### config.mk
export PLATFORM = sky130hd
export DESIGN_NAME = roi_cfg
export DESIGN_NICKNAME = d
export VERILOG_FILES = /design/src/roi_pixel_mask_assert.svh /design/src/roi_pkg.sv /design/src/roi_cfg.sv
export SDC_FILE = /design/constraint.sdc
export NUM_CORES = 1
export LEC_CHECK = 0
export BUFFER_PORTS_ARGS = -buffer_cell sky130_fd_sc_hd__buf_2
export CAP_MARGIN = 10
export CELL_PAD_IN_SITES_DETAIL_PLACEMENT = 1
export CELL_PAD_IN_SITES_GLOBAL_PLACEMENT = 1
export CORE_ASPECT_RATIO = 1.4
export CORE_UTILIZATION = 39
export DETAILED_ROUTE_END_ITERATION = 8
export PLACE_DENSITY_LB_ADDON = 0.1
export SLEW_MARGIN = 20
export SYNTH_ARGS = -nofsm -noshare
export SYNTH_HDL_FRONTEND = slang
export SYNTH_SLANG_ARGS = --single-unit
### constraint.sdc
create_clock -name clk -period 1.1 [get_ports clk]
set_input_delay 0.055 -clock clk [delete_from_list [all_inputs] [get_ports clk]]
set_output_delay 0.055 -clock clk [all_outputs]
set_load 0.01 [all_outputs]
### src/roi_pixel_mask_assert.svh
// Assertion macros used by the output stage (roi_skid) of the region-of-interest mask.
`ifndef ROI_PIXEL_MASK_ASSERT_SVH
`define ROI_PIXEL_MASK_ASSERT_SVH
`ifndef SYNTHESIS
`define ROI_ASSERT_IMPL(lbl, clk, rst, ante, cons) \
  lbl: assert property (@(posedge clk) disable iff (rst) (ante) |-> (cons)) \
    else $error("roi_pixel_mask: implication check failed");
`define ROI_ASSERT_NEXT(lbl, clk, rst, ante, cons) \
  lbl: assert property (@(posedge clk) disable iff (rst) (ante) |=> (cons)) \
    else $error("roi_pixel_mask: next-cycle check failed");
`else
`define ROI_ASSERT_IMPL(lbl, clk, rst, ante, cons)
`define ROI_ASSERT_NEXT(lbl, clk, rst, ante, cons)
`endif
`endif

### src/roi_pkg.sv
// Types and constants shared by the region-of-interest mask modules.
`default_nettype none
package roi_pkg;

  localparam int COORD_BITS = 12;
  localparam int PIXEL_BITS = 32;
  localparam int FRAC_BITS_DEFAULT = 8;
  localparam int TRIG_FRAC = 14;
  localparam int CFG_INDEX_BITS = 3;
  localparam int CFG_DATA_BITS = 24;
  localparam logic [15:0] COS_RESET = 16'd16384;

  typedef enum logic [1:0] {
    SHAPE_POINT   = 2'd0,
    SHAPE_RECT    = 2'd1,
    SHAPE_ROTATED = 2'd2
  } shape_t;

  typedef enum logic [CFG_INDEX_BITS-1:0] {
    REG_SHAPE_MODE = 3'd0,
    REG_CENTER_X   = 3'd1,
    REG_CENTER_Y   = 3'd2,
    REG_HALF_W     = 3'd3,
    REG_HALF_H     = 3'd4,
    REG_COS        = 3'd5,
    REG_SIN        = 3'd6
  } cfg_reg_t;

  typedef struct packed {
    logic [1:0]  shape_mode;
    logic [23:0] center_x;
    logic [23:0] center_y;
    logic [22:0] half_w;
    logic [22:0] half_h;
    logic [15:0] cos_q;
    logic [15:0] sin_q;
  } cfg_t;

  typedef struct packed {
    logic [COORD_BITS-1:0] pixel_col;
    logic [COORD_BITS-1:0] pixel_row;
    logic [PIXEL_BITS-1:0] pixel_value;
  } in_word_t;

  typedef struct packed {
    logic [PIXEL_BITS-1:0] masked_value;
    logic                  inside_region;
    logic                  region_valid;
  } out_word_t;

endpackage
`default_nettype wire

### src/roi_cfg.sv
// Configuration register file of the region-of-interest mask.
`default_nettype none
module roi_cfg (
  input  wire logic                                clk,
  input  wire logic                                rst,
  input  wire logic                                cfg_valid,
  output logic                                     cfg_ready,
  input  wire logic [roi_pkg::CFG_INDEX_BITS-1:0]  cfg_index,
  input  wire logic [roi_pkg::CFG_DATA_BITS-1:0]   cfg_data,
  output roi_pkg::cfg_t                            cfg
);

  assign cfg_ready = 1'b1;

  always_ff @(posedge clk) begin
    if (rst) begin
      cfg.shape_mode <= roi_pkg::SHAPE_POINT;
      cfg.center_x   <= '0;
      cfg.center_y   <= '0;
      cfg.half_w     <= '0;
      cfg.half_h     <= '0;
      cfg.cos_q      <= roi_pkg::COS_RESET;
      cfg.sin_q      <= '0;
    end else if (cfg_valid) begin
      case (roi_pkg::cfg_reg_t'(cfg_index))
        roi_pkg::REG_SHAPE_MODE: cfg.shape_mode <= cfg_data[1:0];
        roi_pkg::REG_CENTER_X:   cfg.center_x   <= cfg_data[23:0];
        roi_pkg::REG_CENTER_Y:   cfg.center_y   <= cfg_data[23:0];
        roi_pkg::REG_HALF_W:     cfg.half_w     <= cfg_data[22:0];
        roi_pkg::REG_HALF_H:     cfg.half_h     <= cfg_data[22:0];
        roi_pkg::REG_COS:        cfg.cos_q      <= cfg_data[15:0];
        roi_pkg::REG_SIN:        cfg.sin_q      <= cfg_data[15:0];
        default: ;
      endcase
    end
  end

endmodule
`default_nettype wire

## Yosys cells after proc, flatten, opt, wreduce, memory -nomap -nowiden

Index checks and enable logic that the tools add are counted.

| word-level totals | value |
|---|---|
| memories kept | 0 |
| register bits after elaboration | 128 |
| output and inout port bits | 129 |
| input port bits | 30 |
| bits in latches | 0 |
| logic and storage cells | 21 |
| bits in writable memories | 0 |
| bits in read-only memories | 0 |

| cells by class | value |
|---|---|
| eq/ne operators | 6 |
| multipliers | 0 |
| div/mod/pow operators | 0 |
| add/sub/neg operators | 0 |
| magnitude comparators | 0 |
| bitwise gates (word level) | 0 |
| shift operators | 0 |
| reduce and logical (&&, ||, !) cells | 8 |
| muxes and demuxes | 0 |

Operators by type and width:

| operator | number |
|---|---|
| 2-bit AND reduction | 7 |
| 3-bit equality test (second input constant) | 3 |
| 3-bit by 2-bit equality test with 1-bit output (second input constant) | 2 |
| 3-bit by 1-bit equality test with 1-bit output (second input constant) | 1 |
| 3-bit zero test | 1 |

## Logic depth before layout (Yosys ltp)

| depth | value |
|---|---|
| word-level depth | 2 |
| mapped depth | 5 |

## Worst setup path after synthesis

Ideal clock, no wire load.

| timing path | value |
|---|---|
| path type | in2reg |
| from | input cfg_valid |
| to | register cfg[126] (netlist bit) |
| slack | 0.171 ns |
| buffers on the path | 1 |
| arrival time | 0.803 ns |
| cell stages on the path | 3 |
| path through | buf_2 > or4b_4 > mux2i_1 |

| between the ends | value |
|---|---|
| cells in the longest elaborated chain, start to end | 1 |

Ends and longest elaborated chain:

| item | RTL line | source |
|---|---|---|
| start: declaration | roi_cfg.sv:6 | `input wire logic cfg_valid,` |
| 2-bit AND reduction (no source line) | n/a |  |
| end: declaration | roi_cfg.sv:10 | `output roi_pkg::cfg_t cfg` |

Every way passes these cells.
A chain may end at the register's enable or synchronous reset.

## Final worst setup path

| timing path | value |
|---|---|
| from | register cfg[27] (netlist bit) |
| to | output cfg[27] (netlist bit) |

No word-level cell between the ends.

==> reports/qor.txt <==
Crit-path cells: buf_2
Fin. Hold Viols: 0
Max layer used: met5
Wire per inst: 17.6 um
Commonest non-fill, non-tap cell in the layout: buf_2
Worst EP arrival: 0.93 ns
Port buffer count: 157
DRC: 0
Status: completed
Fin crit period: 0.985 ns
Biggest regs: cfg x128
Cell Pwr Density: 1730 nW/um^2
Min Hold Slack: 0.00701 ns
Die width: 98.9 um
CP Max Fanout: 2
Synth Cell Area: 5120 sq um
Gate power share: 0.064
Final setup TNS: 0 ns
Pins Over Slew Limit: 0
Routed wire length on met2: 7.22 mm
Multi-input combinational cell area: 2350 sq um
Internal: 9.33 mW
Dpl cells: 753
M1 WL: 5.47 mm
Clk pin slew, worst setup/hold paths: 0.05 ns
Count of non-filler cells in the finished layout: 791
Sw Ratio: 0.215
Synthesized area per cell: 11.3 sq um
Endpoints failing setup: 0
Clock latency on the worst-skew pair: 0.41 ns
Die Y: 138 um
Antenna-violating nets left: 0
Number of H-tree levels: 4
RSZ-0062 raised after global routing: no
Total track usage: 0.212
Initial core utilization: 0.400
Met3 WL: 874 um
Synth top area share: 0.500
Drt first pass iters: 4
Biggest register: cfg
Initial DRC count: 77
Longest Clk Path Bufs: 2
Number of fill cells: 1424
GPL Wtd Cong: 0.728
FF+latch area: 2560 sq um
Synth area leaders: dfxtp_1 50%, mux2i_1 25%, nand2b_1 18%
Via count: 3846
Max reg flops: 128
Tcrit/Tclk final: 0.896
Clock power share: 0.532
Number of global-route vias before repair: 4123
TritonCTS Buffers: 17
Root buffer cell: clkbuf_16
First-pass GRT wire length: 21.9 mm
FF+latch count, synth: 128
Final WS setup: 0.115 ns
CP required: 1.04 ns
Initial antenna violation count: 3
CP Buf/Inv Count: 1
Vias/cell: 4.86
Gates resized, CTS repair: 0
Overall Power: 11.9 mW
Critical path's slowest cell: dfxtp_1
GR Overflow Total: 0
Leakage: 3.65 nW
Type of origin of the critical path: flop
Core Rows: 49
Fmax: 1.01 GHz
Sequential area share after synthesis: 0.500
Post-CTS setup buffer count: 0
Syn Nets: 483
Worst path top cell family by delay: flip-flops
CP Class: flop to output pin
Seq pwr share: 0.403
CTS sink cnt: 128
CTS tree: yes
Post-synth top area cell: dfxtp_1
Hold buffers post-CTS: 5
Final nets: 654
Clk_skew: 0 ns
Worst vdd ir: 0.831 mV
Layout cells sized above 1: 0.341
Worst Hold Class: input port to flop
Setup WS pre-CTS: 0.0588 ns
Yosys cell types: 15
Hpwl dp: 9.83 mm
Area growth syn-to-layout: 34.5%
Total routed wirelength: 13.9 mm
Largest net degree at the start of global routing: 53
CP endpoint kind: output pin
IO Count: 159
Most frequent cells in the layout: 156 x buf_2, 151 x nand2b_1, 128 x mux2i_1, 128 x dfxtp_1
Max_cap viols: 0
Core area: 12800 sq um
Syn. warnings: 0
Critical path's largest stage delay: 0.38 ns
Psw: 2.56 mW
Post-Synthesis Cells: 453
Total die area: 13600 sq um
-- tightest hold or removal path, cell delays in order --
cell and delay (ns):
buf_2 0.07, nand2b_1 0.10, mux2i_1 0.13
-- synth_stat cells --
cell       number
and4bb_1        1
dfxtp_1       128
nand2b_1      151
buf_6           9
clkbuf_1       15
nand4b_1        2
buf_2           5
nor2_1          2
conb_1          1
nand4bb_1       3
nand4b_2        1
buf_4           5
or4b_4          1
mux2i_1       128
and4bb_2        1
-- per-stage QoR --
step / cell area (sq um) / utilization
5_1_grt: 6890 / 0.538
3_5_place_dp: 6170 / 0.481
3_3_place_gp: 6170 / 0.481
6_report: 6890 / 0.538
4_1_cts: 6890 / 0.538
2_1_floorplan: 5120 / -
-- final cells by class --
class                   count  area share
repair buffers            186       0.162
diodes                      1    0.000363
flip-flops and latches    128       0.372
multi-input cells         291       0.340
well taps                 153      0.0278
clock inverters            12      0.0298
clock buffers              20      0.0677
-- path summary, 6_finish.rpt --
check               start       to  slack (ns)  cells after the start
max               cfg[27]  cfg[27]        0.11                      1
min          cfg_data[21]  cfg[76]       0.007                      3
max reg2reg       cfg[27]  cfg[27]        0.41                      2
min reg2reg       cfg[15]  cfg[15]        0.47                      2
-- power by group through the flow --
stage	registers [mW]	clock network (mW)	logic [mW]
2_1_floorplan	4.94	0	0.395
3_3_place_gp	4.89	0	0.745
3_5_place_dp	4.90	0	0.763
4_1_cts	4.80	6.46	0.783
5_1_grt	4.80	6.67	0.833
6_report	4.79	6.33	0.767
-- routing by layer --
metal	track usage	up-vias
li1	-	1841
met4	0.0879	2
met1	0.225	1851
met3	0.0736	30
met2	0.383	122
met5	0	-
-- cells by family after synthesis --
kind of cell  share of synthesized area
flops                             0.500
buf+inv                          0.0430
mux                               0.250
other cells                    0.000732
simple gates                      0.206
Power figures use the tool's default switching activity.
