===== config.mk =====
export PLATFORM = sky130hd
export DESIGN_NAME = roi_skid
export DESIGN_NICKNAME = d
export VERILOG_FILES = /design/src/roi_pkg.sv /design/src/roi_skid.sv
export VERILOG_INCLUDE_DIRS = /design/src /design/src/src
export SDC_FILE = /design/constraint.sdc
export NUM_CORES = 1
export LEC_CHECK = 0
export BUFFER_PORTS_ARGS = -buffer_cell sky130_fd_sc_hd__buf_2
export CAP_MARGIN = 40
export CORE_MARGIN = 4
export CORE_UTILIZATION = 50
export CTS_BUF_LIST = sky130_fd_sc_hd__clkbuf_8
export DETAILED_ROUTE_END_ITERATION = 16
export GPL_ROUTABILITY_DRIVEN = 0
export GPL_TIMING_DRIVEN = 0
export HOLD_SLACK_MARGIN = 0.15
export PLACE_DENSITY = 0.84
export SYNTH_ARGS = -nofsm -noshare
export SYNTH_HDL_FRONTEND = slang
export SYNTH_SLANG_ARGS = --single-unit

===== constraint.sdc =====
create_clock -name clk -period 4.3 [get_ports clk]
set_input_delay 0.645 -clock clk [delete_from_list [all_inputs] [get_ports clk]]
set_output_delay 0.645 -clock clk [all_outputs]
set_load 0.02 [all_outputs]

===== src/roi_pixel_mask_assert.svh =====
// Assertion macros used by the output stage (roi_skid) of the region-of-interest mask.
`ifndef ROI_PIXEL_MASK_ASSERT_SVH
`define ROI_PIXEL_MASK_ASSERT_SVH
`ifndef SYNTHESIS
`define ROI_ASSERT_IMPL(lbl, clk, rst, ante, cons) \
  lbl: assert property (@(posedge clk) disable iff (rst) (ante) |-> (cons)) \
    else $error("roi_pixel_mask: implication check failed");
`define ROI_ASSERT_NEXT(lbl, clk, rst, ante, cons) \
  lbl: assert property (@(posedge clk) disable iff (rst) (ante) |=> (cons)) \
    else $error("roi_pixel_mask: next-cycle check failed");
`else
`define ROI_ASSERT_IMPL(lbl, clk, rst, ante, cons)
`define ROI_ASSERT_NEXT(lbl, clk, rst, ante, cons)
`endif
`endif


===== src/roi_pkg.sv =====
// Types and constants shared by the region-of-interest mask modules.
`default_nettype none
package roi_pkg;

  localparam int COORD_BITS = 12;
  localparam int PIXEL_BITS = 32;
  localparam int FRAC_BITS_DEFAULT = 8;
  localparam int TRIG_FRAC = 14;
  localparam int CFG_INDEX_BITS = 3;
  localparam int CFG_DATA_BITS = 24;
  localparam logic [15:0] COS_RESET = 16'd16384;

  typedef enum logic [1:0] {
    SHAPE_POINT   = 2'd0,
    SHAPE_RECT    = 2'd1,
    SHAPE_ROTATED = 2'd2
  } shape_t;

  typedef enum logic [CFG_INDEX_BITS-1:0] {
    REG_SHAPE_MODE = 3'd0,
    REG_CENTER_X   = 3'd1,
    REG_CENTER_Y   = 3'd2,
    REG_HALF_W     = 3'd3,
    REG_HALF_H     = 3'd4,
    REG_COS        = 3'd5,
    REG_SIN        = 3'd6
  } cfg_reg_t;

  typedef struct packed {
    logic [1:0]  shape_mode;
    logic [23:0] center_x;
    logic [23:0] center_y;
    logic [22:0] half_w;
    logic [22:0] half_h;
    logic [15:0] cos_q;
    logic [15:0] sin_q;
  } cfg_t;

  typedef struct packed {
    logic [COORD_BITS-1:0] pixel_col;
    logic [COORD_BITS-1:0] pixel_row;
    logic [PIXEL_BITS-1:0] pixel_value;
  } in_word_t;

  typedef struct packed {
    logic [PIXEL_BITS-1:0] masked_value;
    logic                  inside_region;
    logic                  region_valid;
  } out_word_t;

endpackage
`default_nettype wire


===== src/roi_skid.sv =====
// Output register with a skid stage for the region-of-interest mask.
`default_nettype none
`include "roi_pixel_mask_assert.svh"
module roi_skid (
  input  wire logic                clk,
  input  wire logic                rst,
  input  wire logic                res_valid,
  input  wire roi_pkg::out_word_t  res_word,
  input  wire logic                out_stall,
  output logic                     out_valid,
  output roi_pkg::out_word_t       out_word,
  output logic                     advance
);

  logic               skid_valid;
  roi_pkg::out_word_t skid_word;
  logic               out_empty;

  assign advance = !skid_valid;

  always_ff @(posedge clk) begin
    if (rst) begin
      out_valid  <= 1'b0;
      skid_valid <= 1'b0;
    end else if (!skid_valid) begin
      if (!out_valid || !out_stall) begin
        out_valid <= res_valid;
      end else if (res_valid) begin
        skid_valid <= 1'b1;
      end
    end else if (!out_stall) begin
      out_valid  <= 1'b1;
      skid_valid <= 1'b0;
    end
  end

  always_ff @(posedge clk) begin
    if (!skid_valid) begin
      if (!out_valid || !out_stall) begin
        out_word <= res_word;
      end else begin
        skid_word <= res_word;
      end
    end else if (!out_stall) begin
      out_word <= skid_word;
    end
  end

  assign out_empty = !out_word.inside_region && (out_word.masked_value == '0);

  `ROI_ASSERT_IMPL(a_skid_behind_out, clk, rst, skid_valid, out_valid)
  `ROI_ASSERT_NEXT(a_skid_drains, clk, rst, skid_valid && !out_stall, !skid_valid)
  `ROI_ASSERT_IMPL(a_invalid_zero, clk, rst, out_valid && !out_word.region_valid, out_empty)
  `ROI_ASSERT_IMPL(a_outside_zero, clk, rst, out_valid && !out_word.inside_region, out_empty)

endmodule
`default_nettype wire


== Yosys cells after proc, flatten, opt, wreduce, memory -nomap -nowiden ==
Cells that the tools add are included.
W data, S select, Z words.

* Bits in registers: 70
* Latch bits: 0
* RAM bits: 0
* ROM bits: 0
* Bits of input ports: 38
* Output and inout port bits: 36
* Logic and storage cells: 28
* Memories: 0

* $add $sub $neg: 0
* Multiply operators: 0
* Divide/modulo/power cells: 0
* $lt $le $gt $ge: 0
* Equal/unequal tests: 1
* Shift operators: 0
* Multiplexer cells: 10
* Bitwise operators: 2
* Reductions and logical operators: 7

{| class="wikitable"
|+ Operators with widths
! kind !! count
|-
| $mux W34 || 3
|-
| $mux W1 || 7
|-
| $reduce_and A2 Y1 || 2
|-
| $logic_not A1 Y1 || 3
|-
| $ne A2 B2 Y1 const B || 1
|-
| $not A1 Y1 || 2
|-
| $reduce_bool A2 Y1 || 1
|-
| $logic_or A1 B1 Y1 || 1
|}

== Logic depth before layout (Yosys ltp) ==
* Depth after elaboration: 4
* Depth in mapped cells: 4
* Mapped depth without buffers: 2

== Worst setup path after synthesis ==
No wires, ideal clock.

* Kind: register to register
* Start point: register skid_valid
* End point: register out_word[0] (netlist bit) (enable)
* Library setup time: 0.472 ns
* Data arrival time: 3.016 ns
* Required time: 3.828 ns
* Slack: 0.812 ns
* Stages on the path, launching flop included: 4
* Path buffers: 2
* Cell sequence: dfxtp_1 buf_6 buf_6 o21ai_0

* Word-level cells in the longest chain between the ends: 2
* Elaborated cells between the ends (all ways): 3
* Classes of those cells: 1 x eq/ne; 2 x reduce/logical

{| class="wikitable"
|+ RTL lines
! element !! line !! text
|-
| start, declared || roi_skid.sv:15 || <nowiki>logic skid_valid;</nowiki>
|-
| start signal, assigned || roi_skid.sv:24 || <nowiki>skid_valid <= 1'b0;</nowiki>
|-
| start signal, assigned || roi_skid.sv:29 || <nowiki>skid_valid <= 1'b1;</nowiki>
|-
| start signal, assigned || roi_skid.sv:33 || <nowiki>skid_valid <= 1'b0;</nowiki>
|-
| $ne A2 B2 Y1 (no source line) or $reduce_bool A2 Y1 (tied branches) || n/a ||
|-
| $reduce_and A2 Y1 (no source line) * || n/a ||
|-
| end signal, assigned || roi_skid.sv:40 || <nowiki>out_word <= res_word;</nowiki>
|-
| end signal, assigned || roi_skid.sv:45 || <nowiki>out_word <= skid_word;</nowiki>
|-
| end, declared || roi_skid.sv:11 || <nowiki>output roi_pkg::out_word_t out_word,</nowiki>
|}

Mark *: on every way between the ends. The rest lies on a longest branch, timed or not.
A chain may end at the register's enable or synchronous reset.

== Worst setup path after layout ==
* Start point: register skid_valid
* End point: output advance

* Word-level cells in the longest chain between the ends: 1

{| class="wikitable"
|+ RTL lines
! element !! line !! text
|-
| $logic_not A1 Y1 || n/a ||
|-
| end, declared || roi_skid.sv:12 || <nowiki>output logic advance</nowiki>
|}

No other way between the ends.

==> flow_summary_export.csv <==
group,metric,value,unit
setup_path,timing.rr.end,"skid_word[16]$_DFFE_PP_",
routing,drt-pass1-iter-count,4,
routing,wirelength_routed,4350,µm
routing,detail_route.wl_per_cell,15.9,µm
floorplanning,placementRows,25,
synthesis,post_synthesis_simple_gate_area_fraction,0.972,%
synthesis,yosys_warnings,0,
global_routing,grt_util_all_layers,14.7,%
timing,holdWs,0.498,ns
timing,grt_setup_unrepaired,"no",
setup_path,worst_ep_arrival_time,1.22,ns
final_layout,num_antenna_cells,0,
setup_path,timing.rr.start,"skid_valid$_SDFF_PP0_",
global_routing,grt_first_pass_wirelength,6830,µm
timing,clock.fmax,536,MHz
synthesis,synth-seq-cells,70,
setup_path,worst_path_largest_cell_delay,0.36,ns
setup_path,crit_path_max_fanout,10,
global_routing,grt.overflow.total,0,
setup_path,crit_path_cell_trace,"buf_6 -> buf_6 -> inv_2 -> buf_2",
timing,finalSetupTns,0,ns
final_layout,final_nets,239,
setup_path,r2r_cells,4,
setup_path,crit_path_start_kind,"flip-flop",
setup_path,register_to_register_path_setup_slack,2.52,ns
final_layout,drive_above_1_share,62.1,%
placed_design,place_hpwl,3060,µm
synthesis,synth-compound-area-share,0.583,%
routing,detail_route.vias_per_cell,4.88,
cts,cts_buffers,9,
placed_design,buffer_ports.inserted,73,
min_path,worstHoldStart,"rst",
timing,worst_slew_pin_slew,0.803,ns
timing,max_clock_skew,0.00716,ns
cts,cts.sink_count,70,
floorplanning,core_area,4850,µm²
placed_design,detailed_place.area,3060,µm²
synthesis,synthCells,116,
floorplanning,start_util,53.1,%
pwr,standby_leakage_power,1.27,nW
cts,worst_skew_late_latency,0.33,ns
min_path,min_path_type,"input pin to flip-flop",
synthesis,synthesis.nets,154,
floorplanning,die_outline_height,79.7,µm
synthesis,synth_sequential_area_ratio,80.9,%
cts,clkSlewWorstSetupHoldPaths,0.06,ns
global_routing,antenna_violations_before_repair,0,
cts,post_cts_setup_repair_bufs,0,
pwr,vdd_drop_max,229,µV
timing,slew_headroom,46.5,%
cts,cts_max_level,3,
final_layout,final_design_area_no_fill,3270,µm²
timing,timing.final.max_slew_violations,0,
routing,ant_nets,0,
cts,cts_tree,"yes",
setup_path,critical-path-slowest-cell,"dfxtp_1",
setup_path,setup_crit_path_kind,"flip-flop to primary output",
synthesis,ys_types,13,
final_layout,fillers,342,
cts,clk_path_buf_depth,2,
global_routing,grt_max_degree,35,
final_layout,syn2layout_area_growth,26.9,%
timing,finalCritPeriodShare,43.4,%
routing,initialDrtViolationCount,69,
routing,num_vias,1331,
min_path,hold_path_end,"skid_valid$_SDFF_PP0_",
synthesis,yosys.area_share.adder,0,%
pwr,power_density,453,nW/µm²
synthesis,syn_area_per_cell,22.2,µm²
setup_path,worstPathRequired,3.65,ns
synthesis,synth.mux.area_fraction,16.1,%
floorplanning,floorplan.io_pins,74,
cts,post_cts_hold_buffer_count,0,
synthesis,synth_top_family_by_area,"multiplexers",
floorplanning,die_footprint,6360,µm²
floorplanning,die_width,79.7,µm
synthesis,synth_xor_area_share,0,%
timing,timing.final.ws_setup,2.43,ns
job,drv.max_cap_violation_count,0,
cts,postCtsResizedCells,0,
timing,report.final.setup_viol,0,
timing,layout_min_cycle_time,1.87,ns
min_path,hold-path-cell-count,2,
setup_path,crit_top_cell,"buf_6",
global_routing,grt_pass1_vias,1427,
placed_design,placement.setup.worst_slack,2.37,ns
routing,drc_errors,0,
setup_path,timing.critical_path.to_type,"primary output",
synthesis,cell_area_after_synthesis,2570,µm²
final_layout,final_core_utilization,67.4,%
timing,finalHoldViolCount,0,
outcome,run_status,"complete, no violations",
cts,clockRootBuffer,"clkbuf_8",
[routing by layer]
layer  global-route usage [%]  share of wire, %  vias up
met2                     25.1                50       49
met4                     8.61               2.3        0
met1                     17.4                41      642
met5                        0                 0        -
li1                         -                 -      630
met3                     2.60               5.7       10
[where the power goes]
group | switching [mW] | internal (mW) | leakage [nW]
Combinational | 0.0799 | 0.0560 | 0.487
Sequential | 0.0107 | 0.797 | 0.681
Clock | 0.218 | 0.318 | 0.107
Total | 0.309 | 1.17 | 1.27
[cells in the final DEF (no fill, tap or decap), drive strengths merged]
| cell | count |
|---|---|
| o21ai | 1 |
| nor3b | 1 |
| nand2b | 1 |
| mux2i | 1 |
| and3 | 1 |
| a21oi | 2 |
| edfxtp | 68 |
| inv | 2 |
| bufinv | 2 |
| clkbuf | 9 |
| mux2 | 34 |
| buf | 78 |
| dfxtp | 2 |
| clkinv | 4 |
[per-stage QoR]
step / std cells / total power [mW]
floorplan: 116 / 0.899
global placement: 256 / 0.953
detailed placement: 257 / 0.961
CTS: 273 / 1.50
global route: 273 / 1.55
finish: 273 / 1.48
[registers in the layout, indices dropped and copies added (netlist names)]
name,flops
out_valid,1
skid_valid,1
skid_word,34
out_word,34
[worst max path at each step]
| stage | start | endpoint | slack [ns] |
|---|---|---|---|
| final | skid_valid$_SDFF_PP0_ | advance | 2.43 |
| after global routing | skid_valid$_SDFF_PP0_ | advance | 2.34 |
| after CTS | skid_valid$_SDFF_PP0_ | advance | 2.39 |
| after detailed placement | out_stall | skid_word[12]$_DFFE_PP_ | 2.37 |
| after global placement | skid_valid$_SDFF_PP0_ | out_word[14]$_DFFE_PP_ | -0.34 |
| after floorplan | skid_valid$_SDFF_PP0_ | out_word[0]$_DFFE_PP_ | 0.81 |
[critical path: cells and delay by family (launching register included)]
kind     cells  cell delay, ns
buf+inv      4            0.54
flops        1            0.36
[Yosys cell counts]
cell       n  share of area [%]
mux2_4     6                3.5
o21ai_0    1               0.19
mux2_2    28                 12
a21oi_1    2               0.39
nand2b_1   1               0.24
dfxtp_1    2                1.6
mux2i_1    1               0.39
nor3b_2    1               0.49
buf_2      2               0.39
buf_6      2               0.87
and3_1     1               0.24
inv_2      1               0.15
edfxtp_1  68                 79
[layout make-up]
type,count,area [µm²],share of cell area [%]
Buffer,4,32.5,0.996
Clock inverter,7,80.1,2.45
Clock buffer,9,124,3.79
Tap cell,67,83.8,2.57
Inverter,1,3.75,0.115
Sequential cell,70,2080,63.7
Multi-Input combinational cell,41,468,14.3
Timing Repair Buffer,74,393,12.0
[kinds of logic (layout without fill, tap and decap cells)]
group | after synthesis | after routing
flip-flops | 70 | 70
AO/OA/AOI/OAI | 3 | 3
multiplexers | 35 | 35
buffers and inverters | 5 | 95
AND/OR/NAND/NOR | 3 | 3
Note: power is estimated with default switching activity, not from simulation.
