<file path="config.mk">
export PLATFORM = sky130hd
export DESIGN_NAME = roi_calc
export DESIGN_NICKNAME = d
export VERILOG_FILES = /design/src/roi_pixel_mask_assert.svh /design/src/roi_pkg.sv /design/src/roi_calc.sv
export SDC_FILE = /design/constraint.sdc
export NUM_CORES = 2
export LEC_CHECK = 0
export BUFFER_PORTS_ARGS = -buffer_cell sky130_fd_sc_hd__buf_2
export CAP_MARGIN = 0
export CORE_UTILIZATION = 45
export DETAILED_ROUTE_END_ITERATION = 16
export GPL_ROUTABILITY_DRIVEN = 0
export PLACE_DENSITY_LB_ADDON = 0.25
export SETUP_SLACK_MARGIN = 0.02
export SLEW_MARGIN = 15
export SYNTH_ARGS = -nofsm -noshare
export SYNTH_HDL_FRONTEND = slang
export SYNTH_SLANG_ARGS = --single-unit
</file>
<file path="constraint.sdc">
create_clock -name clk -period 15.85 [get_ports clk]
set_input_delay 0 -clock clk [delete_from_list [all_inputs] [get_ports clk]]
set_output_delay 0 -clock clk [all_outputs]
set_load 0.03 [all_outputs]
</file>
<file path="src/roi_pixel_mask_assert.svh">
// Assertion macros used by the output stage (roi_skid) of the region-of-interest mask.
`ifndef ROI_PIXEL_MASK_ASSERT_SVH
`define ROI_PIXEL_MASK_ASSERT_SVH
`ifndef SYNTHESIS
`define ROI_ASSERT_IMPL(lbl, clk, rst, ante, cons) \
  lbl: assert property (@(posedge clk) disable iff (rst) (ante) |-> (cons)) \
    else $error("roi_pixel_mask: implication check failed");
`define ROI_ASSERT_NEXT(lbl, clk, rst, ante, cons) \
  lbl: assert property (@(posedge clk) disable iff (rst) (ante) |=> (cons)) \
    else $error("roi_pixel_mask: next-cycle check failed");
`else
`define ROI_ASSERT_IMPL(lbl, clk, rst, ante, cons)
`define ROI_ASSERT_NEXT(lbl, clk, rst, ante, cons)
`endif
`endif

</file>
<file path="src/roi_pkg.sv">
// Types and constants shared by the region-of-interest mask modules.
`default_nettype none
package roi_pkg;

  localparam int COORD_BITS = 12;
  localparam int PIXEL_BITS = 32;
  localparam int FRAC_BITS_DEFAULT = 8;
  localparam int TRIG_FRAC = 14;
  localparam int CFG_INDEX_BITS = 3;
  localparam int CFG_DATA_BITS = 24;
  localparam logic [15:0] COS_RESET = 16'd16384;

  typedef enum logic [1:0] {
    SHAPE_POINT   = 2'd0,
    SHAPE_RECT    = 2'd1,
    SHAPE_ROTATED = 2'd2
  } shape_t;

  typedef enum logic [CFG_INDEX_BITS-1:0] {
    REG_SHAPE_MODE = 3'd0,
    REG_CENTER_X   = 3'd1,
    REG_CENTER_Y   = 3'd2,
    REG_HALF_W     = 3'd3,
    REG_HALF_H     = 3'd4,
    REG_COS        = 3'd5,
    REG_SIN        = 3'd6
  } cfg_reg_t;

  typedef struct packed {
    logic [1:0]  shape_mode;
    logic [23:0] center_x;
    logic [23:0] center_y;
    logic [22:0] half_w;
    logic [22:0] half_h;
    logic [15:0] cos_q;
    logic [15:0] sin_q;
  } cfg_t;

  typedef struct packed {
    logic [COORD_BITS-1:0] pixel_col;
    logic [COORD_BITS-1:0] pixel_row;
    logic [PIXEL_BITS-1:0] pixel_value;
  } in_word_t;

  typedef struct packed {
    logic [PIXEL_BITS-1:0] masked_value;
    logic                  inside_region;
    logic                  region_valid;
  } out_word_t;

endpackage
`default_nettype wire

</file>
<file path="src/roi_calc.sv">
// Input register, projection products and region test of the mask.
`default_nettype none
module roi_calc #(
  parameter int FRAC_BITS = roi_pkg::FRAC_BITS_DEFAULT
) (
  input  wire logic               clk,
  input  wire logic               rst,
  input  wire logic               advance,
  input  wire logic               in_valid,
  input  wire roi_pkg::in_word_t  in_word,
  input  wire roi_pkg::cfg_t      cfg,
  output logic                    res_valid,
  output roi_pkg::out_word_t      res_word
);

  localparam int PW  = roi_pkg::COORD_BITS + FRAC_BITS;
  localparam int DW  = ((PW + 1 > 24) ? PW + 1 : 24) + 1;
  localparam int PRW = DW + 16;
  localparam int LW  = PRW + 1;
  localparam logic [24:0] HALF_C = 25'd1 << (FRAC_BITS - 1);

  logic                               s0_valid;
  roi_pkg::in_word_t                  s0_word;

  logic                               s1_valid;
  logic [roi_pkg::PIXEL_BITS-1:0]     s1_pixel;
  logic                               s1_region_valid;
  logic                               s1_rotated;
  logic                               s1_pre_inside;
  logic signed [PRW-1:0]              s1_p_xc;
  logic signed [PRW-1:0]              s1_p_ys;
  logic signed [PRW-1:0]              s1_p_yc;
  logic signed [PRW-1:0]              s1_p_xs;

  logic [PW-1:0]                      px;
  logic [PW-1:0]                      py;
  logic signed [DW-1:0]               pxs;
  logic signed [DW-1:0]               pys;
  logic signed [DW-1:0]               cxs;
  logic signed [DW-1:0]               cys;
  logic signed [DW-1:0]               hws;
  logic signed [DW-1:0]               hhs;
  logic signed [DW-1:0]               dx;
  logic signed [DW-1:0]               dy;
  logic signed [15:0]                 cs;
  logic signed [15:0]                 sn;
  logic signed [24:0]                 sx;
  logic signed [24:0]                 sy;
  logic signed [24:0]                 rnd_x;
  logic signed [24:0]                 rnd_y;
  logic                               point_x;
  logic                               point_y;
  logic                               rect_in;
  logic                               extents_ok;
  logic                               region_valid_next;
  logic                               pre_inside_next;

  logic signed [LW-1:0]               lx;
  logic signed [LW-1:0]               ly;
  logic signed [LW-1:0]               bw;
  logic signed [LW-1:0]               bh;
  logic                               rot_in;
  logic                               in_region;

  assign px  = {s0_word.pixel_col, 1'b1, {(FRAC_BITS - 1){1'b0}}};
  assign py  = {s0_word.pixel_row, 1'b1, {(FRAC_BITS - 1){1'b0}}};
  assign pxs = $signed({{(DW - PW){1'b0}}, px});
  assign pys = $signed({{(DW - PW){1'b0}}, py});
  assign cxs = DW'($signed(cfg.center_x));
  assign cys = DW'($signed(cfg.center_y));
  assign hws = DW'($signed({1'b0, cfg.half_w}));
  assign hhs = DW'($signed({1'b0, cfg.half_h}));
  assign dx  = pxs - cxs;
  assign dy  = pys - cys;
  assign cs  = $signed(cfg.cos_q);
  assign sn  = $signed(cfg.sin_q);

  // Point coordinates round half away from zero; a negative one can only match index zero.
  assign sx      = $signed({cfg.center_x[23], cfg.center_x}) + $signed(HALF_C);
  assign sy      = $signed({cfg.center_y[23], cfg.center_y}) + $signed(HALF_C);
  assign rnd_x   = sx >>> FRAC_BITS;
  assign rnd_y   = sy >>> FRAC_BITS;
  assign point_x = cfg.center_x[23]
                   ? (s0_word.pixel_col == '0) && !sx[24] && (sx != '0)
                   : ($unsigned(rnd_x) ==
                      {{(25 - roi_pkg::COORD_BITS){1'b0}}, s0_word.pixel_col});
  assign point_y = cfg.center_y[23]
                   ? (s0_word.pixel_row == '0) && !sy[24] && (sy != '0)
                   : ($unsigned(rnd_y) ==
                      {{(25 - roi_pkg::COORD_BITS){1'b0}}, s0_word.pixel_row});

  assign rect_in = (pxs >= cxs - hws) && (pxs < cxs + hws)
                   && (pys >= cys - hhs) && (pys < cys + hhs);

  assign extents_ok = (cfg.half_w != '0) && (cfg.half_h != '0);

  always_comb begin
    case (cfg.shape_mode)
      roi_pkg::SHAPE_POINT: begin
        region_valid_next = 1'b1;
        pre_inside_next   = point_x && point_y;
      end
      roi_pkg::SHAPE_RECT: begin
        region_valid_next = extents_ok;
        pre_inside_next   = rect_in;
      end
      roi_pkg::SHAPE_ROTATED: begin
        region_valid_next = extents_ok;
        pre_inside_next   = 1'b0;
      end
      default: begin
        region_valid_next = 1'b0;
        pre_inside_next   = 1'b0;
      end
    endcase
  end

  always_ff @(posedge clk) begin
    if (rst) begin
      s0_valid <= 1'b0;
      s1_valid <= 1'b0;
    end else if (advance) begin
      s0_valid <= in_valid;
      s1_valid <= s0_valid;
    end
  end

  always_ff @(posedge clk) begin
    if (advance) begin
      s0_word         <= in_word;
      s1_pixel        <= s0_word.pixel_value;
      s1_region_valid <= region_valid_next;
      s1_rotated      <= (cfg.shape_mode == roi_pkg::SHAPE_ROTATED);
      s1_pre_inside   <= pre_inside_next;
      s1_p_xc         <= PRW'(dx) * PRW'(cs);
      s1_p_ys         <= PRW'(dy) * PRW'(sn);
      s1_p_yc         <= PRW'(dy) * PRW'(cs);
      s1_p_xs         <= PRW'(dx) * PRW'(sn);
    end
  end

  assign lx = LW'(s1_p_xc) + LW'(s1_p_ys);
  assign ly = LW'(s1_p_yc) - LW'(s1_p_xs);
  assign bw = $signed(LW'({cfg.half_w, {roi_pkg::TRIG_FRAC{1'b0}}}));
  assign bh = $signed(LW'({cfg.half_h, {roi_pkg::TRIG_FRAC{1'b0}}}));

  assign rot_in    = (lx >= -bw) && (lx < bw) && (ly >= -bh) && (ly < bh);
  assign in_region = s1_region_valid && (s1_rotated ? rot_in : s1_pre_inside);

  assign res_valid              = s1_valid;
  assign res_word.masked_value  = in_region ? s1_pixel : '0;
  assign res_word.inside_region = in_region;
  assign res_word.region_valid  = s1_region_valid;

endmodule
`default_nettype wire

</file>
=== Yosys cells after proc, flatten, opt, wreduce, memory -nomap -nowiden ===
Index checks and enable logic that the tools add are counted.

* Register bits: 257
* Input port bits: 188
* Output and inout bits: 35

* Add/sub/neg operators: 12
* Multiply operators: 4
* $lt $le $gt $ge: 8
* Equal/unequal tests: 4
* Mux-type cells: 6
* Reduce and logical (&&, ||, !) cells: 23

{| class="wikitable"
|+ Operator list
! cell !! count
|-
| $mul 25x16->41 || 4
|-
| $ge 42x42->1 || 2
|-
| $lt 42x38->1 || 2
|-
| $neg 37->42 || 2
|-
| $add 24x24->25 || 2
|-
| $add 24x9->25 const B || 2
|-
| $eq 25x12->1 || 2
|-
| $ge 21x25->1 || 2
|-
| $lt 21x25->1 || 2
|-
| $reduce_bool 25->1 || 2
|-
| $sub 21x24->25 || 2
|-
| $sub 24x24->25 || 2
|-
| $reduce_bool 23->1 || 2
|-
| $add 41x41->42 || 1
|-
| $sub 41x41->42 || 1
|-
| $mux 32 || 1
|-
| $logic_not 12->1 || 2
|-
| $logic_and 1x1->1 || 13
|-
| $pmux 1 s2 || 2
|-
| $mux 1 || 3
|-
| $eq 2x1->1 const B || 1
|-
| $eq 2x2->1 const B || 1
|-
| $logic_not 1->1 || 2
|-
| $logic_not 2->1 || 1
|-
| $reduce_or 2->1 || 1
|}

=== Longest topological paths before layout ===
* Depth after elaboration: 8
* Depth in mapped cells: 37

=== Worst setup path after synthesis ===
OpenSTA, ideal clock, no wires.

* Path kind: register -> register
* Start point: reg s0_word (netlist bit px[8])
* End point: reg s1_p_xs[39], data pin
* Library setup time: 0.258 ns
* Arrival: 8.110 ns
* Data required time: 15.592 ns
* Path slack: 7.483 ns
* Stages on the path, launching flop included: 35
* Period minus slack after synthesis: 8.367 ns
* Cells stage by stage: edfxtp_1 -> ha_1 -> and3b_1 -> a31oi_1 -> o21bai_1 -> a21oi_1 -> o21ai_0 -> nand2_1 -> a21oi_1 -> o21ai_0 -> o221ai_1 -> xnor2_1 -> clkbuf_1 -> nand2_1 -> fa_1 -> fa_1 -> fa_1 -> inv_1 -> fa_1 -> fa_1 -> inv_1 -> fa_1 -> inv_1 -> ha_1 -> a21o_1 -> a21o_1 -> a21o_1 -> a21o_1 -> a221o_1 -> a21oi_1 -> o21ai_0 -> a31oi_1 -> o311ai_0 -> a21oi_1 -> xnor2_1

* Cells in the longest elaborated chain, start to end: 2

{| class="wikitable"
|+ Ends and longest elaborated chain
! what !! RTL line !! RTL
|-
| from (decl) || roi_calc.sv:23 || <nowiki>roi_pkg::in_word_t s0_word;</nowiki>
|-
| from (signal assigned) || roi_calc.sv:130 || <nowiki>s0_word <= in_word;</nowiki>
|-
| $sub 21x24->25 || roi_calc.sv:73 || <nowiki>assign dx = pxs - cxs;</nowiki>
|-
| $mul 25x16->41 || roi_calc.sv:138 || <nowiki>s1_p_xs <= PRW'(dx) * PRW'(sn);</nowiki>
|-
| to (signal assigned) || roi_calc.sv:138 ||
|-
| to (decl) || roi_calc.sv:33 || <nowiki>logic signed [PRW-1:0] s1_p_xs;</nowiki>
|}

Every way passes these cells.
A chain may end at the register's enable or synchronous reset.

=== Worst setup path after layout ===
Same ends and word-level chain as after synthesis.

==> flow_summary.json <==
{
  "status": "finished, final reports clean",
  "dr.pass1.iters": 5,
  "ys_types": 96,
  "setup_violations": 0,
  "max_freq_mhz": 97.1,
  "cpMostUsedCell": "fa_1",
  "dieArea_sq_mm": 0.181,
  "met3_usage": 0.0445,
  "synth_fp_nets": 11500,
  "crit_family": "compound AO/OA/AOI/OAI gates",
  "routed_wl_um": 229000,
  "track_usage": 0.261,
  "grt_pass1_wl_um": 366000,
  "regArea_sq_mm": 0.00770,
  "io_pins": 223,
  "clock_path_buffers": 3,
  "synthArstFlopShare": 0,
  "ctsRootBufferMaster": "clkbuf_16",
  "fp.dieH_um": 425,
  "cts.sinks": 257,
  "tightest_slew_ns": 1.24,
  "layout_common_cells": "2036 x inv_1, 1560 x fa_1, 1068 x nand2_1, 758 x ha_1, 673 x and2_1",
  "r2r-start": "px[8]",
  "io_buffers": 222,
  "dp_cells": 11300,
  "busiest_layer": "met2",
  "avgSynthCellArea_sq_um": 8.96,
  "use_met2": 0.419,
  "pre_cts_ws_ns": 5.72,
  "rows": 154,
  "num_vias": 61800,
  "period_needed_ns": 10.30,
  "drive_gt1_frac": 0.0519,
  "fin_ws_ns": 5.55,
  "initial_core_util": 0.455,
  "hp-class": "in2reg",
  "crit_path_max_fanout": 32,
  "grt_pass1_vias": 64700,
  "viasPerCell": 5.42,
  "hold_viol": 0,
  "crit_path_start": "px[8]",
  "wl_per_cell_um": 20.1,
  "grt_overflow": 0,
  "synthesis.area_sq_mm": 0.0805,
  "synth_seq_area_share": 0.0956,
  "worst_skew_pair.late_latency_ns": 0.61,
  "crit_required_ns": 16.20,
  "critPathBufInv": 4,
  "area_growth_pct": 6.79,
  "grt_util_met1": 0.350,
  "dieWidth_um": 425,
  "yosysTopAreaCell": "fa_1",
  "max_slew_margin": 0.150,
  "synth_top_area_frac": 0.388,
  "drt_iter0_drc": 4750,
  "critPathKind": "reg2reg",
  "synth.ff_latch_count": 257,
  "drc": 0,
  "fin_skew_ns": 0.0226,
  "synth-edff-count": 255,
  "post_cts_buffers": 0,
  "fin_crit_sh": 0.650,
  "synth_warnings": 0,
  "hold_start": "in_word[32]",
  "maxCapViolations": 0,
  "cts_tree": "yes",
  "arrival_ns": 10.65,
  "fill_cells": 16800,
  "dp_hpwl_um": 178000,
  "cpPeakStageDelay_ns": 0.54,
  "cp-start-kind": "register",
  "htreeDepth": 2,
  "netlist_top_cells_area": "fa_1 39%, ha_1 12%, edfxtp_1 9.5%",
  "synthCells": 8990,
  "stdcell_count": 11400,
  "core_area_sq_mm": 0.177,
  "cts_inserted_buffers": 37,
  "drtAntennaViolNets": 0,
  "grt_max_degree": 100,
  "whs_ns": 0.105,
  "antenna_found_initial": 12,
  "fin_nets": 11500,
  "synth_ff_type": "edfxtp_1",
  "tns_ns": 0,
  "end_kind": "register",
  "cpMaxStageDelayCell": "fa_1",
  "rsz0062_at_grt": "false",
  "maxSlewViolCount": 0,
  "multi_input_area_sq_mm": 0.0640,
  "path_clk_slew_ns": 0.07,
  "layout_commonest_cell": "inv_1"
}
## registers in the layout, indices dropped and copies added, names as in the netlist
name and count:
s1_p_xc 41, s1_p_xs 41, s1_p_yc 41, s1_p_ys 41, s0_word 32, s1_pixel 32, px 12, py 12
res_valid 1, s0_valid 1, s1_pre_inside 1, s1_region_valid 1, s1_rotated 1
## worst paths after layout
path         depth (start not counted)  slack (ns)          end
max                                 34        5.55  s1_p_xs[39]
min                                  2        0.10        py[8]
max reg2reg                         34        5.55  s1_p_xs[39]
min reg2reg                          0        0.42  s1_pixel[5]
## routing by layer
metal | vias to the layer above | share of wire
li1 | 27700 | -
met4 | 4 | 0.045
met1 | 31500 | 0.42
met2 | 2235 | 0.46
met5 | - | 0.00013
met3 | 367 | 0.079
## cell type report
cell class	instances	share of cell area
Antenna cell	11	0.000320
Clock buffer	46	0.0112
Clock inverter	21	0.00329
Inverter	2038	0.0890
Multi-Input combinational cell	6317	0.745
Sequential cell	257	0.0895
Tap cell	2340	0.0340
Timing Repair Buffer	375	0.0282
## repair_timing
item	4_1_cts	5_1_grt
resized for setup	0	0
hold endpoints to repair	147	0
hold buffers	62	0
## cells in the mapped netlist, drive strengths merged, types with 88 or more instances
master  number
clkbuf     348
ha         758
a21o       133
nor3       103
nor2       324
nand2     1068
edfxtp     255
inv       2036
a21oi      291
o21ai      176
xor2        88
fa        1560
xnor2      320
and2       673
## metrics by stage
stage	instance area (sq um)	util
2_1_floorplan	80500	-
3_3_place_gp	84100	0.475
3_5_place_dp	84100	0.475
4_1_cts	86000	0.486
5_1_grt	86000	0.486
6_report	86000	0.486
## cells by family after synthesis
kind of cell | Yosys count | synth area share
AOI/OAI and AO/OA | 1008 | 0.0837
muxes | 11 | 0.00154
and+or+nand+nor | 2572 | 0.156
adders and majority gates | 2318 | 0.506
DFF | 257 | 0.0956
xor gates and xnor gates | 408 | 0.0444
buffers and inverters | 2416 | 0.113
Power is left out: the tool's default activity adds up to more than one toggle a clock period on the data nets, which glitch-free logic cannot reach.
